[config.mk]
export PLATFORM = sky130hd
export DESIGN_NAME = gmuc_merge
export DESIGN_NICKNAME = d
export VERILOG_FILES = /design/src/hw/rtl/gmuc_pkg.sv /design/src/hw/rtl/gmuc_merge.sv
export SDC_FILE = /design/constraint.sdc
export NUM_CORES = 1
export LEC_CHECK = 0
export BUFFER_PORTS_ARGS = -buffer_cell sky130_fd_sc_hd__buf_2
export CORE_MARGIN = 3
export CORE_UTILIZATION = 40
export DETAILED_ROUTE_END_ITERATION = 10
export GPL_ROUTABILITY_DRIVEN = 0
export PLACE_DENSITY = 0.78
export SLEW_MARGIN = 20
export SYNTH_ARGS = -nofsm -noshare
export SYNTH_HDL_FRONTEND = slang
export SYNTH_SLANG_ARGS = --single-unit
[constraint.sdc]
create_clock -name vclk -period 15.1
set_input_delay 1.51 -clock vclk [all_inputs]
set_output_delay 1.51 -clock vclk [all_outputs]
set_load 0.02 [all_outputs]
[src/hw/rtl/gmuc_pkg.sv]
// shared constants, types and tables for the metric-vector to unit-cell converter
// depends on nothing; every other file of the block refers to it by scoped names
`default_nettype none

package gmuc_pkg;

  // fixed-point format of the metric vector
  localparam int FRAC_BITS = 16;
  localparam int IN_WIDTH  = 40;

  // widths of the result fields
  localparam int EDGE_W    = 28;
  localparam int ANG_OUT_W = 18;

  // root width covers both the edge roots and the sine root
  localparam int ROOT_W = ((IN_WIDTH + FRAC_BITS) > (2 * FRAC_BITS + 2)) ?
                          (IN_WIDTH + FRAC_BITS) / 2 : FRAC_BITS + 1;
  localparam int SQ_W   = 2 * ROOT_W;
  localparam int DEN_W  = 2 * ROOT_W;

  // cosine magnitude
  localparam int Q_W   = 2 * FRAC_BITS - 1;
  localparam int MAG_W = FRAC_BITS + 1;
  localparam int CAP   = (1 << FRAC_BITS) + 1;

  // cordic
  localparam int CORDIC_N = 24;
  localparam int XY_W     = 34;
  localparam int Z_W      = 28;
  localparam int XY_SH    = 30 - FRAC_BITS;

  localparam logic signed [Z_W-1:0] ATAN_Q24 [CORDIC_N] = '{
    28'sd13176795, 28'sd7778716, 28'sd4110060, 28'sd2086331,
    28'sd1047214,  28'sd524117,  28'sd262123,  28'sd131069,
    28'sd65536,    28'sd32768,   28'sd16384,   28'sd8192,
    28'sd4096,     28'sd2048,    28'sd1024,    28'sd512,
    28'sd256,      28'sd128,     28'sd64,      28'sd32,
    28'sd16,       28'sd8,       28'sd4,       28'sd2
  };

  localparam int PI_Q24   = 52707179;
  localparam int RND_SH   = 24 - FRAC_BITS;
  localparam int HALF_RND = (1 << RND_SH) >> 1;
  localparam int PI_Q     = (PI_Q24 + HALF_RND) >> RND_SH;
  localparam int TWO_PI_Q = (2 * PI_Q24 + HALF_RND) >> RND_SH;

  // internal angle and angle-sum widths
  localparam int ANG_W = FRAC_BITS + 2;
  localparam int SUM_W = ANG_W + 2;

  // pipeline depths
  localparam int ANG_LAT  = Q_W + ROOT_W + CORDIC_N + 5;
  localparam int PIPE_LAT = ROOT_W + ANG_LAT;

  // configuration port
  localparam int ADDR_W = 4;

  typedef enum logic [1:0] {
    REG_DIAG_FLOOR = 2'd0,
    REG_COS_LIMIT  = 2'd1,
    REG_PART_FLOOR = 2'd2
  } reg_idx_e;

  typedef enum logic [1:0] {
    ST_OK     = 2'd0,
    ST_REJECT = 2'd1,
    ST_DEGEN  = 2'd2,
    ST_GEOM   = 2'd3
  } status_e;

  // what one angle lane hands to the merge stage
  typedef struct packed {
    logic [ANG_W-1:0] ang;
    logic             degen;
  } lane_res_t;

  // one finished result
  typedef struct packed {
    logic [2:0][EDGE_W-1:0]    edges;
    logic [2:0][ANG_OUT_W-1:0] angs;
    logic                      cell_ok;
    status_e                   status;
  } res_t;

endpackage

`default_nettype wire

[src/hw/rtl/gmuc_merge.sv]
// merge stage: combines edges a, b and c and the alpha, beta and gamma angle lanes into status and result
// depends on gmuc_pkg for widths, status codes and the result type
`default_nettype none

module gmuc_merge (
  input  logic                                  rej_i,
  input  logic [2:0][gmuc_pkg::ROOT_W-1:0]      edges_i,
  input  gmuc_pkg::lane_res_t [2:0]             lanes_i,
  input  logic [15:0]                           part_floor_i,
  output gmuc_pkg::res_t                        res_o
);

  localparam int SMW = gmuc_pkg::SUM_W;
  localparam int AW  = gmuc_pkg::ANG_W;

  logic           part_ok;
  logic           degen;
  logic [AW-1:0]  mx;
  logic [SMW-1:0] sum;
  logic           geom_ok;

  always_comb begin
    part_ok = 1'b1;
    degen   = 1'b0;
    mx      = '0;
    for (int i = 0; i < 3; i++) begin
      if (edges_i[i] <= gmuc_pkg::ROOT_W'(part_floor_i) ||
          lanes_i[i].ang <= AW'(part_floor_i) ||
          lanes_i[i].ang >= AW'(gmuc_pkg::PI_Q)) begin
        part_ok = 1'b0;
      end
      if (lanes_i[i].degen) begin
        degen = 1'b1;
      end
      if (lanes_i[i].ang > mx) begin
        mx = lanes_i[i].ang;
      end
    end
  end

  assign sum = SMW'(lanes_i[0].ang) + SMW'(lanes_i[1].ang) + SMW'(lanes_i[2].ang);
  assign geom_ok = part_ok && (sum < SMW'(gmuc_pkg::TWO_PI_Q)) && (sum >= SMW'({mx, 1'b0}));

  always_comb begin
    res_o = '0;
    if (rej_i) begin
      res_o.status = gmuc_pkg::ST_REJECT;
    end else if (degen) begin
      res_o.status = gmuc_pkg::ST_DEGEN;
    end else begin
      for (int i = 0; i < 3; i++) begin
        res_o.edges[i] = gmuc_pkg::EDGE_W'(edges_i[i]);
        res_o.angs[i]  = gmuc_pkg::ANG_OUT_W'(lanes_i[i].ang);
      end
      res_o.cell_ok = geom_ok;
      res_o.status  = geom_ok ? gmuc_pkg::ST_OK : gmuc_pkg::ST_GEOM;
    end
  end

endmodule

`default_nettype wire

# Word-level counts from Yosys, hierarchy flattened
# Index checks and enable logic that the tools add are counted.
# classes
mux	14
n_reduce_logical	8
n_addsub	2
n_lt_le_gt_ge	14
# ops
op	n
139-bit 2-to-1 mux	2
28-bit by 16-bit <= comparator with 1-bit output	3
18-bit >= comparator (second input constant)	3
18-bit by 16-bit <= comparator with 1-bit output	3
18-bit 2-to-1 mux	3
18-bit > comparator	2
19-bit by 18-bit adder with 20-bit output	1
20-bit by 19-bit >= comparator with 1-bit output	1
20-bit by 19-bit < comparator with 1-bit output (second input constant)	1
18-bit by 18-bit adder with 19-bit output	1
18-bit by 1-bit > comparator with 1-bit output (second input constant)	1
1-bit logical OR	6
1-bit 2-to-1 mux	6
2-bit 2-to-1 mux	3
1-bit logical AND	2
# word_totals
out_inout_bits	141
reg_bits	0
in_bits	158
wordCells	38

# Depth between registers and ports, before layout
# depth
ltp_word	11
depth_mapped	31
mapped_depth_nobuf	27

# Worst setup path after synthesis
# No wires, ideal clock.
# synth_timing
path_type	input to output
startpoint	input lanes_i[4] in the netlist's numbering
endpoint	output res_o[0] in the netlist's numbering
arrival_ns	7.666
slack_ns	5.924
n_path_buf	4
required_ns	13.590
stages	30
path_cell_list	inv_1 > ha_1 > a21o_1 > a21o_1 > a221o_1 > o2bb2ai_1 > o41ai_1 > a21oi_1 > clkbuf_1 > clkbuf_1 > mux2i_1 > ha_1 > a21o_1 > a21o_1 > a21oi_1 > o22ai_1 > o2111ai_1 > a21o_1 > clkbuf_1 > clkbuf_1 > mux2_2 > ha_1 > a21oi_1 > o21ai_0 > a2111o_1 > o2111ai_1 > a21oi_1 > nor4b_1 > nand2_1 > a221o_1
# synth_lines
element	line_no	rtl
start: declaration	gmuc_merge.sv:8	input gmuc_pkg::lane_res_t [2:0] lanes_i,
end: declaration	gmuc_merge.sv:10	output gmuc_pkg::res_t res_o

==> reports/metrics.cfg <==
[logic_synthesis]
syn_area_sq_um = 6420
synthTopCellsByArea = ha_1, and2_1, fa_1
postSynthNetCount = 1180
ys_seq_area_share_pct = 0
yosysUniqueCellTypes = 56
avgSynthCellArea_sq_um = 7.68
synth_most_common_cell = ha_1
synth_area_leader_cell = ha_1
yosysWarnings = 0
syn_inst = 836
synth_top_area_share_pct = 32.5
synthTopCellsByCount = ha_1, and2_1, a21oi_1, inv_1, nor2_1

[sta]
tightest_slew_ns = 0.656
finalMaxSlewViolations = 0
max_slew_margin_pct = 56.3
finalHoldViolCount = 0
period_share_pct = 64.2
fmax_mhz = 103
setup_tns_ns = 0
rsz0062_at_grt = no
setup_violations = 0
timing.final.crit_period_ns = 9.70

[drt]
drt-total-wl_um = 26300
postRouteAntennaNets = 0
wire_per_inst_um = 19.8
avgViaCountPerCell = 5.79
vias = 7680
drtIter0Drc = 386
drc_errors = 0
first_pass_iters = 4

[layout]
nClkBuffers = 0
postLayoutCoreUtil_pct = 52.7
num_antenna_cells = 0
fin_cells = 1327
nFlopsAndLatches = 0
nNetsFinal = 1462
area_growth_pct = 26.6
layout-drive-gt1-share_pct = 29.4
seq_area_sq_um = 0

[worst_setup_path]
worstSetupPathType = primary input to primary output
cp.required_ns = 13.59
cp-end-kind = primary output
crit_path_max_fanout = 18
arrival_ns = 8.19
path_buf_inv = 4
cp-start-kind = primary input
crit_path_max_incr_delay_ns = 0.57
critical_path.top_delay_family = compound AO/OA/AOI/OAI gates
critical-path-slowest-cell = a21o_1

[grt]
globalRoute.totalOverflow = 0
antenna_found_initial = 0
grt_max_degree = 79
grt_pass1_wl_um = 40300
grt_pass1_vias = 7582
grtUsageTotal_pct = 28.2

[power]
power_density_nw_per_um2 = 44.8
irDropWorstVdd_mv = 0.0374
leakage_nw = 4.53

[status]
status = complete, no violations

[place]
dp.cells = 1327
port_buffers = 299
hpwl_um = 22500

[floorplan]
dieArea_sq_um = 17600
start_util_pct = 41.6
die_y_um = 133
fp.dieW_um = 133
core_area_sq_um = 15400
num_rows = 45
io_pins = 299

[clocking]
cts_setup_buffers = 0
cts_resized = 0
hold_buffers = 0

[hold_path]
hold_class = primary input to primary output

[run]
maxCapViolCount = 0

[worst paths after layout]
kind,slack (ns),endpoint,startpoint,depth (start not counted)
max,5.40,res_o[0],lanes_i[4],30
min,3.36,res_o[135],edges_i[78],3
[layout make-up]
| cell class | count | area (sq um) |
|---|---|---|
| multi-input combinational | 747 | 6100 |
| tap | 211 | 264 |
| timing repair buffer | 302 | 1520 |
| fill | 1556 | 7290 |
| inverter | 67 | 251 |
[metrics by stage]
step           power (W)  worst slack (ns)  hold slack (ns)  area (sq um)
5_1_grt         0.000408              4.85             3.38          8130
6_report        0.000364              5.40             3.36          8130
4_1_cts         0.000360              5.43             3.36          8130
3_3_place_gp    0.000348              5.65             3.36          8130
2_1_floorplan   0.000245              5.92             3.20          6420
3_5_place_dp    0.000358              5.44             3.36          8130
[layer usage]
layer	global-route usage, %	routed length [um]	vias to the layer above
met1	31.4	9840	3578
met5	0	0	-
met2	52.8	13300	355
met4	13.4	1400	0
li1	-	-	3647
met3	3.54	1780	100
[where the power goes]
part	total [W]	switching (W)	internal, W
registers	0	0	0
clock network	0	0	0
logic	0.000364	0.000208	0.000156
[layout by cell type (no fill, tap or decap), drive strengths merged, types with 4 or more instances in the layout]
cell,synthesis,routed
mux2,18,18
buf,0,302
nand3,16,16
nor4,19,19
o31ai,6,6
and4,6,6
o2111ai,4,4
a21oi,67,67
and2,144,144
a21o,21,21
o211ai,6,6
nand4,33,33
nor2,34,34
ha,167,167
xnor2,9,9
nor2b,9,9
nor3,8,8
or3,5,5
a2111o,4,4
a21boi,6,6
o21ai,23,23
fa,19,19
a2111oi,5,5
a211oi,7,7
and3,7,7
nand2,29,29
a31oi,6,6
o21a,4,4
xor2,5,5
inv,67,67
nand2b,7,7
or4,6,6
mux2i,18,18
[logic make-up after synthesis]
family	after synthesis	synth area share, %
multiplexers	36	5.96
buffers and inverters	89	5.20
AO/OA/AOI/OAI	180	18.4
AND/OR/NAND/NOR	331	30.0
adder cells (fa/ha/maj)	186	38.5
XOR/XNOR	14	1.91
Note: power is estimated with default switching activity, not from simulation.
