===== src/hw/rtl/gmuc_pkg.sv =====
// shared constants, types and tables for the metric-vector to unit-cell converter
// depends on nothing; every other file of the block refers to it by scoped names
`default_nettype none

package gmuc_pkg;

  // fixed-point format of the metric vector
  localparam int FRAC_BITS = 16;
  localparam int IN_WIDTH  = 40;

  // widths of the result fields
  localparam int EDGE_W    = 28;
  localparam int ANG_OUT_W = 18;

  // root width covers both the edge roots and the sine root
  localparam int ROOT_W = ((IN_WIDTH + FRAC_BITS) > (2 * FRAC_BITS + 2)) ?
                          (IN_WIDTH + FRAC_BITS) / 2 : FRAC_BITS + 1;
  localparam int SQ_W   = 2 * ROOT_W;
  localparam int DEN_W  = 2 * ROOT_W;

  // cosine magnitude
  localparam int Q_W   = 2 * FRAC_BITS - 1;
  localparam int MAG_W = FRAC_BITS + 1;
  localparam int CAP   = (1 << FRAC_BITS) + 1;

  // cordic
  localparam int CORDIC_N = 24;
  localparam int XY_W     = 34;
  localparam int Z_W      = 28;
  localparam int XY_SH    = 30 - FRAC_BITS;

  localparam logic signed [Z_W-1:0] ATAN_Q24 [CORDIC_N] = '{
    28'sd13176795, 28'sd7778716, 28'sd4110060, 28'sd2086331,
    28'sd1047214,  28'sd524117,  28'sd262123,  28'sd131069,
    28'sd65536,    28'sd32768,   28'sd16384,   28'sd8192,
    28'sd4096,     28'sd2048,    28'sd1024,    28'sd512,
    28'sd256,      28'sd128,     28'sd64,      28'sd32,
    28'sd16,       28'sd8,       28'sd4,       28'sd2
  };

  localparam int PI_Q24   = 52707179;
  localparam int RND_SH   = 24 - FRAC_BITS;
  localparam int HALF_RND = (1 << RND_SH) >> 1;
  localparam int PI_Q     = (PI_Q24 + HALF_RND) >> RND_SH;
  localparam int TWO_PI_Q = (2 * PI_Q24 + HALF_RND) >> RND_SH;

  // internal angle and angle-sum widths
  localparam int ANG_W = FRAC_BITS + 2;
  localparam int SUM_W = ANG_W + 2;

  // pipeline depths
  localparam int ANG_LAT  = Q_W + ROOT_W + CORDIC_N + 5;
  localparam int PIPE_LAT = ROOT_W + ANG_LAT;

  // configuration port
  localparam int ADDR_W = 4;

  typedef enum logic [1:0] {
    REG_DIAG_FLOOR = 2'd0,
    REG_COS_LIMIT  = 2'd1,
    REG_PART_FLOOR = 2'd2
  } reg_idx_e;

  typedef enum logic [1:0] {
    ST_OK     = 2'd0,
    ST_REJECT = 2'd1,
    ST_DEGEN  = 2'd2,
    ST_GEOM   = 2'd3
  } status_e;

  // what one angle lane hands to the merge stage
  typedef struct packed {
    logic [ANG_W-1:0] ang;
    logic             degen;
  } lane_res_t;

  // one finished result
  typedef struct packed {
    logic [2:0][EDGE_W-1:0]    edges;
    logic [2:0][ANG_OUT_W-1:0] angs;
    logic                      cell_ok;
    status_e                   status;
  } res_t;

endpackage

`default_nettype wire


===== src/hw/rtl/gmuc_sqrt.sv =====
// pipelined integer square root, one result bit per stage
// depends on gmuc_pkg for widths
`default_nettype none

module gmuc_sqrt (
  input  logic                          clk_i,
  input  logic                          en_i,
  input  logic [gmuc_pkg::SQ_W-1:0]     rad_i,
  output logic [gmuc_pkg::ROOT_W-1:0]   root_o
);

  localparam int RW = gmuc_pkg::ROOT_W;
  localparam int SW = gmuc_pkg::SQ_W;

  logic [RW+1:0] rem_q  [RW];
  logic [RW-1:0] root_q [RW];
  logic [SW-1:0] rad_q  [RW];

  for (genvar k = 0; k < RW; k++) begin : g_stage
    logic [RW+1:0] rem_in;
    logic [RW+1:0] rem_sh;
    logic [RW+1:0] trial;
    logic [RW-1:0] root_in;
    logic [SW-1:0] rad_in;

    if (k == 0) begin : g_first
      assign rem_in  = '0;
      assign root_in = '0;
      assign rad_in  = rad_i;
    end else begin : g_next
      assign rem_in  = rem_q[k-1];
      assign root_in = root_q[k-1];
      assign rad_in  = rad_q[k-1];
    end

    // bring down the next two radicand bits
    assign rem_sh = {rem_in[RW-1:0], rad_in[SW-1 -: 2]};
    assign trial  = {root_in, 2'b01};

    always_ff @(posedge clk_i) begin
      if (en_i) begin
        if (rem_sh >= trial) begin
          rem_q[k]  <= rem_sh - trial;
          root_q[k] <= {root_in[RW-2:0], 1'b1};
        end else begin
          rem_q[k]  <= rem_sh;
          root_q[k] <= {root_in[RW-2:0], 1'b0};
        end
        rad_q[k] <= {rad_in[SW-3:0], 2'b00};
      end
    end
  end

  assign root_o = root_q[RW-1];

endmodule

`default_nettype wire


===== config.mk =====
export PLATFORM = sky130hd
export DESIGN_NAME = gmuc_sqrt
export DESIGN_NICKNAME = d
export VERILOG_FILES = /design/src/hw/rtl/gmuc_pkg.sv /design/src/hw/rtl/gmuc_sqrt.sv
export SDC_FILE = /design/constraint.sdc
export NUM_CORES = 2
export LEC_CHECK = 0
export BUFFER_PORTS_ARGS = -buffer_cell sky130_fd_sc_hd__clkbuf_2
export CAP_MARGIN = 20
export CORE_MARGIN = 8
export CORE_UTILIZATION = 50
export CTS_CLUSTER_SIZE = 12
export DETAILED_ROUTE_END_ITERATION = 6
export GPL_TIMING_DRIVEN = 0
export PLACE_DENSITY_LB_ADDON = 0.12
export SYNTH_ARGS = -nofsm -noshare
export SYNTH_HDL_FRONTEND = slang
export SYNTH_SLANG_ARGS = --single-unit

===== constraint.sdc =====
create_clock -name clk_i -period 7.1 [get_ports clk_i]
set_clock_uncertainty 0.15 [all_clocks]
set_input_delay 0.71 -clock clk_i [delete_from_list [all_inputs] [get_ports clk_i]]
set_output_delay 0.71 -clock clk_i [all_outputs]
set_load 0.005 [all_outputs]

Word level (Yosys, flattened, before mapping)
Memory sizes are Yosys's and may differ from the RTL's.
Index checks and enable logic that the tools add are counted.

word-level totals
  word-level logic and storage cells = 341
  input port bits = 58
  flip-flop bits (word level) = 0
  memories = 3
  memory bits (writable) = 3136

operators by class
  add/sub/neg operators = 28
  bitwise logic cells = 56
  $lt $le $gt $ge = 28
  multiplexer cells = 226

memories
  name    depth  width  rd ports  clocked after memory_dff  write ports  line             text
  rad_q   28     54     27        0                         28           gmuc_sqrt.sv:17  logic [SW-1:0] rad_q [RW];
  rem_q   28     30     27        0                         28           gmuc_sqrt.sv:15  logic [RW+1:0] rem_q [RW];
  root_q  28     28     28        0                         28           gmuc_sqrt.sv:16  logic [RW-1:0] root_q [RW];

operators by type and width
  cell                   number
  $mux W30               28
  $ge A30 B30 Y1         27
  $sub A30 B30 Y30       27
  $mux W28               28
  $mux W1                170
  $or A1 B1 Y1           56
  $sub A2 B1 Y3 const B  1
  $ge A2 B1 Y1 const B   1

Logic depth before layout (Yosys ltp)
An unclocked memory read counts as a cell.

  word-level depth = 6
  depth in mapped cells = 14

Worst setup path before layout
Ideal clock, no wire load.

  kind = input -> register
  from = input en_i
  to = memory rem_q[1][300] (netlist bit), enable pin
  arrival = 3.233 ns
  setup slack = 3.285 ns
  stages on the path = 5
  data required time = 6.518 ns
  path through = clkbuf_1 -> clkbuf_1 -> clkbuf_1 -> clkbuf_1 -> clkbuf_1

RTL lines
  what                line             text
  start: declaration  gmuc_sqrt.sv:7   input logic en_i,
  end: declaration    gmuc_sqrt.sv:15

==> summary.md <==
| Metric | Value |
|---|---|
| Worst skew pair latency | 0.82 ns |
| Worst hold stages | 3 |
| FF-to-FF path depth | 11 |
| Initial Util | 0.5034 |
| Hold Fails Final Rpt | 0 |
| # H-tree levels | 4 |
| Initial antenna violation count | 1 |
| Fillers | 14190 |
| Vias in the first global route | 51590 |
| Synth area leaders | edfxtp_1, ha_1, xor2_1 |
| Largest net degree at the start of global routing | 127 |
| Initial DRC count | 3970 |
| Register area share after synthesis | 0.6447 |
| DP HPWL | 129.8 mm |
| Full die area | 188800 sq um |
| Synth Area per Inst | 12.97 sq um |
| Setup CP Type | in2reg |
| Worst EP required | 7.43 ns |
| Post-synth net total | 7247 |
| # clock sinks | 1881 |
| Worst Hold Class | in2reg |
| RSZ-0062 raised after global routing | no |
| Input/output buffers | 85 |
| Final WS setup | 1.252 ns |
| Clock-pin slew on the worst setup and hold paths | 0.06 ns |
| Yosys reg bits | 1881 |
| Worst Setup Start Kind | primary input |
| Final nets | 7610 |
| Grt total ovfl | 0 |
| Final ANT Viol Nets | 0 |
| Design area | 98100 sq um |
| Total track usage | 0.1843 |
| Fmax | 0.1710 GHz |
| Sw Share | 0.2806 |
| Ports | 86 |
| Pleak | 0.03721 uW |
| Area post-placement | 91480 sq um |
| Die span in y | 434.6 um |
| Sequential cell area | 56470 sq um |
| Yosys top cell by area | edfxtp_1 |
| Met3 Use GR | 0.02782 |
| Multi-input gate area | 28540 sq um |
| Comb power frac | 0.209 |
| Via density | 5.485 |
| Crit path DAT | 6.18 ns |
| Met2 usage | 0.3176 |
| Syn Inst Count | 6752 |
| CTS tree | done |
| Worst-Margin Slew | 1.090 ns |
| Core Area | 174000 sq um |
| Synth async-reset ratio | 0 |
| Share of the synthesized area in the top cell type | 0.6445 |
| Reg power frac | 0.479 |
| Die X | 434.6 um |
| Main synth FF type | edfxtp_1 |
| CTS Buf Count | 198 |
| CTS Hold Bufs | 54 |
| NetSw | 8775 uW |
| Final setup fails | 0 |
| Row count | 153 |
| Pre-CTS setup slack | 0.2717 ns |
| Syn Std Cell Area | 87600 sq um |
| Flop-to-flop setup slack | 2.42 ns |
| Pwr Density | 318.8 nW/um^2 |
| Slew headroom | 0.2548 |
| Setup repair bufs after CTS | 0 |
| Int Pwr | 22500 uW |
| EDFF count, synth | 1880 |
| Synth warnings | 0 |
| GRT Max-Usage Layer | met2 |
| Bufs on Longest Clock Path | 3 |
| DRT Wirelength | 177.5 mm |
| DRT Pass-1 Iters | 6 |
| Area Overhead vs Synth | 12.00% |
| Status | completed |
| Fin Setup TNS | 0 ns |
| Routing usage on met1 | 0.2401 |
| Number of max-cap violations | 0 |
| VDD IR max | 226.8 uV |
| Netlist cell types | 87 |
| Via count | 52530 |
| First-pass GRT wire length | 278.4 mm |
| Minimum clock period after layout | 5.848 ns |
| # resized after CTS | 0 |
| Routability cong. | 0.8991 |
| Root Driver | clkbuf_16 |
| Ratio of cells with drive above 1 in the final layout | 0.07640 |
| CP Max Fanout | 115 |
| Setup crit end kind | flop |
| Final period utilization | 0.8237 |
| DRC viols | 0 |
| Drt wl/cell | 18.53 um |
| Max Transition Viols Final | 0 |
| Clock share of power | 0.312 |
-- synth_stat cells (100+ instances only) --
library cell / instances
ha_1: 437
nor2_1: 372
xnor2_1: 275
nand2_1: 493
inv_1: 541
nor3_1: 145
a21o_1: 133
nand3_1: 128
o21ai_0: 417
edfxtp_1: 1880
xor2_1: 309
nand2b_1: 100
a21oi_1: 358
clkbuf_1: 130
-- flip-flops by register name, summed over array words and instances, names as in the netlist --
signal,flops
root_q,406
rad_q,756
rem_q,719
-- kinds of logic after synthesis --
group	count (synthesis)	share of synthesized area
buffers and inverters	683	0.02941
adder cells (fa/ha/maj)	437	0.06242
XOR/XNOR	584	0.05839
AND/OR/NAND/NOR	1758	0.1002
flip-flops	1881	0.6447
multiplexers	92	0.01167
AO/OA/AOI/OAI	1317	0.09316
-- power by group through the flow --
stage	registers (uW)	clock network, uW	logic [uW]
finish	15000	9760	6540
global route	15100	10500	7300
CTS	15000	10100	6530
detailed placement	15200	0	6460
global placement	15300	0	6330
floorplan	14800	0	4930
-- final timing paths --
kind                                 from                       to
setup / recovery                     en_i  rem_q[0][400]$_DFFE_PP_
hold reg to reg     rad_q[0][3]$_DFFE_PP_   rad_q[0][59]$_DFFE_PP_
hold / removal                  rad_i[54]    rem_q[0][0]$_DFFE_PP_
setup reg to reg  rem_q[1][210]$_DFFE_PP_  rem_q[1][262]$_DFFE_PP_
-- cells in the final DEF (no fill, tap or decap), types with 48 or more instances in the layout --
cell / synthesis / layout
nor2_1: 372 / 372
nand2_1: 493 / 493
clkinv_1: 1 / 48
mux2_2: 81 / 81
clkbuf_2: 0 / 109
o21a_1: 74 / 74
edfxtp_1: 1880 / 1880
nor2b_1: 62 / 62
clkbuf_16: 0 / 198
nand3_1: 128 / 128
nand2b_1: 100 / 100
inv_1: 541 / 541
clkbuf_1: 130 / 137
nor4_1: 91 / 91
nor3_1: 145 / 145
a21oi_1: 358 / 358
dlygate4sd3_1: 0 / 54
ha_1: 437 / 437
or3_1: 59 / 59
nand4_1: 62 / 62
a21o_1: 133 / 133
xnor2_1: 275 / 275
o21ai_0: 417 / 417
xor2_1: 309 / 309
-- per-stage QoR --
stage          instances  total power [uW]  utilization  hold WS (ns)
3_3_place_gp        9162             21680       0.5225        0.2500
2_1_floorplan       6752             19740            -        0.2503
5_1_grt             9576             32900       0.5638       0.07810
4_1_cts             9575             31600       0.5637       0.03562
6_report            9577             31270       0.5638        0.1194
3_5_place_dp        9185             21670       0.5257        0.2545
-- layer usage --
layer  share of wire  vias to the layer above
met5               0                        -
met1            0.44                    25420
met4           0.031                        0
met3           0.042                      340
met2            0.49                     1099
li1                -                    25680
-- worst max-delay path, stage by stage --
cell and delay, ns:
clkbuf_8 0.39, buf_16 0.45, buf_16 0.40, clkbuf_1 0.70, clkbuf_1 0.45, clkbuf_1 0.51, buf_8 0.24, nor4b_1 0.39
nand2_1 0.11, a41oi_1 0.25, and3b_1 0.19, clkbuf_1 0.36, clkbuf_1 0.42, o21ai_0 0.32
-- layout make-up --
cell class / instances / area share
repair buffers: 163 / 0.01514
plain buffers: 141 / 0.005905
clock buffers: 231 / 0.05177
clock inverters: 105 / 0.01014
flip-flops and latches: 1881 / 0.5757
multi-input cells: 4188 / 0.2910
well taps: 2325 / 0.02965
diodes: 1 / 0.00002551
inverters: 542 / 0.02074
Note: power is estimated with default switching activity, not from simulation.
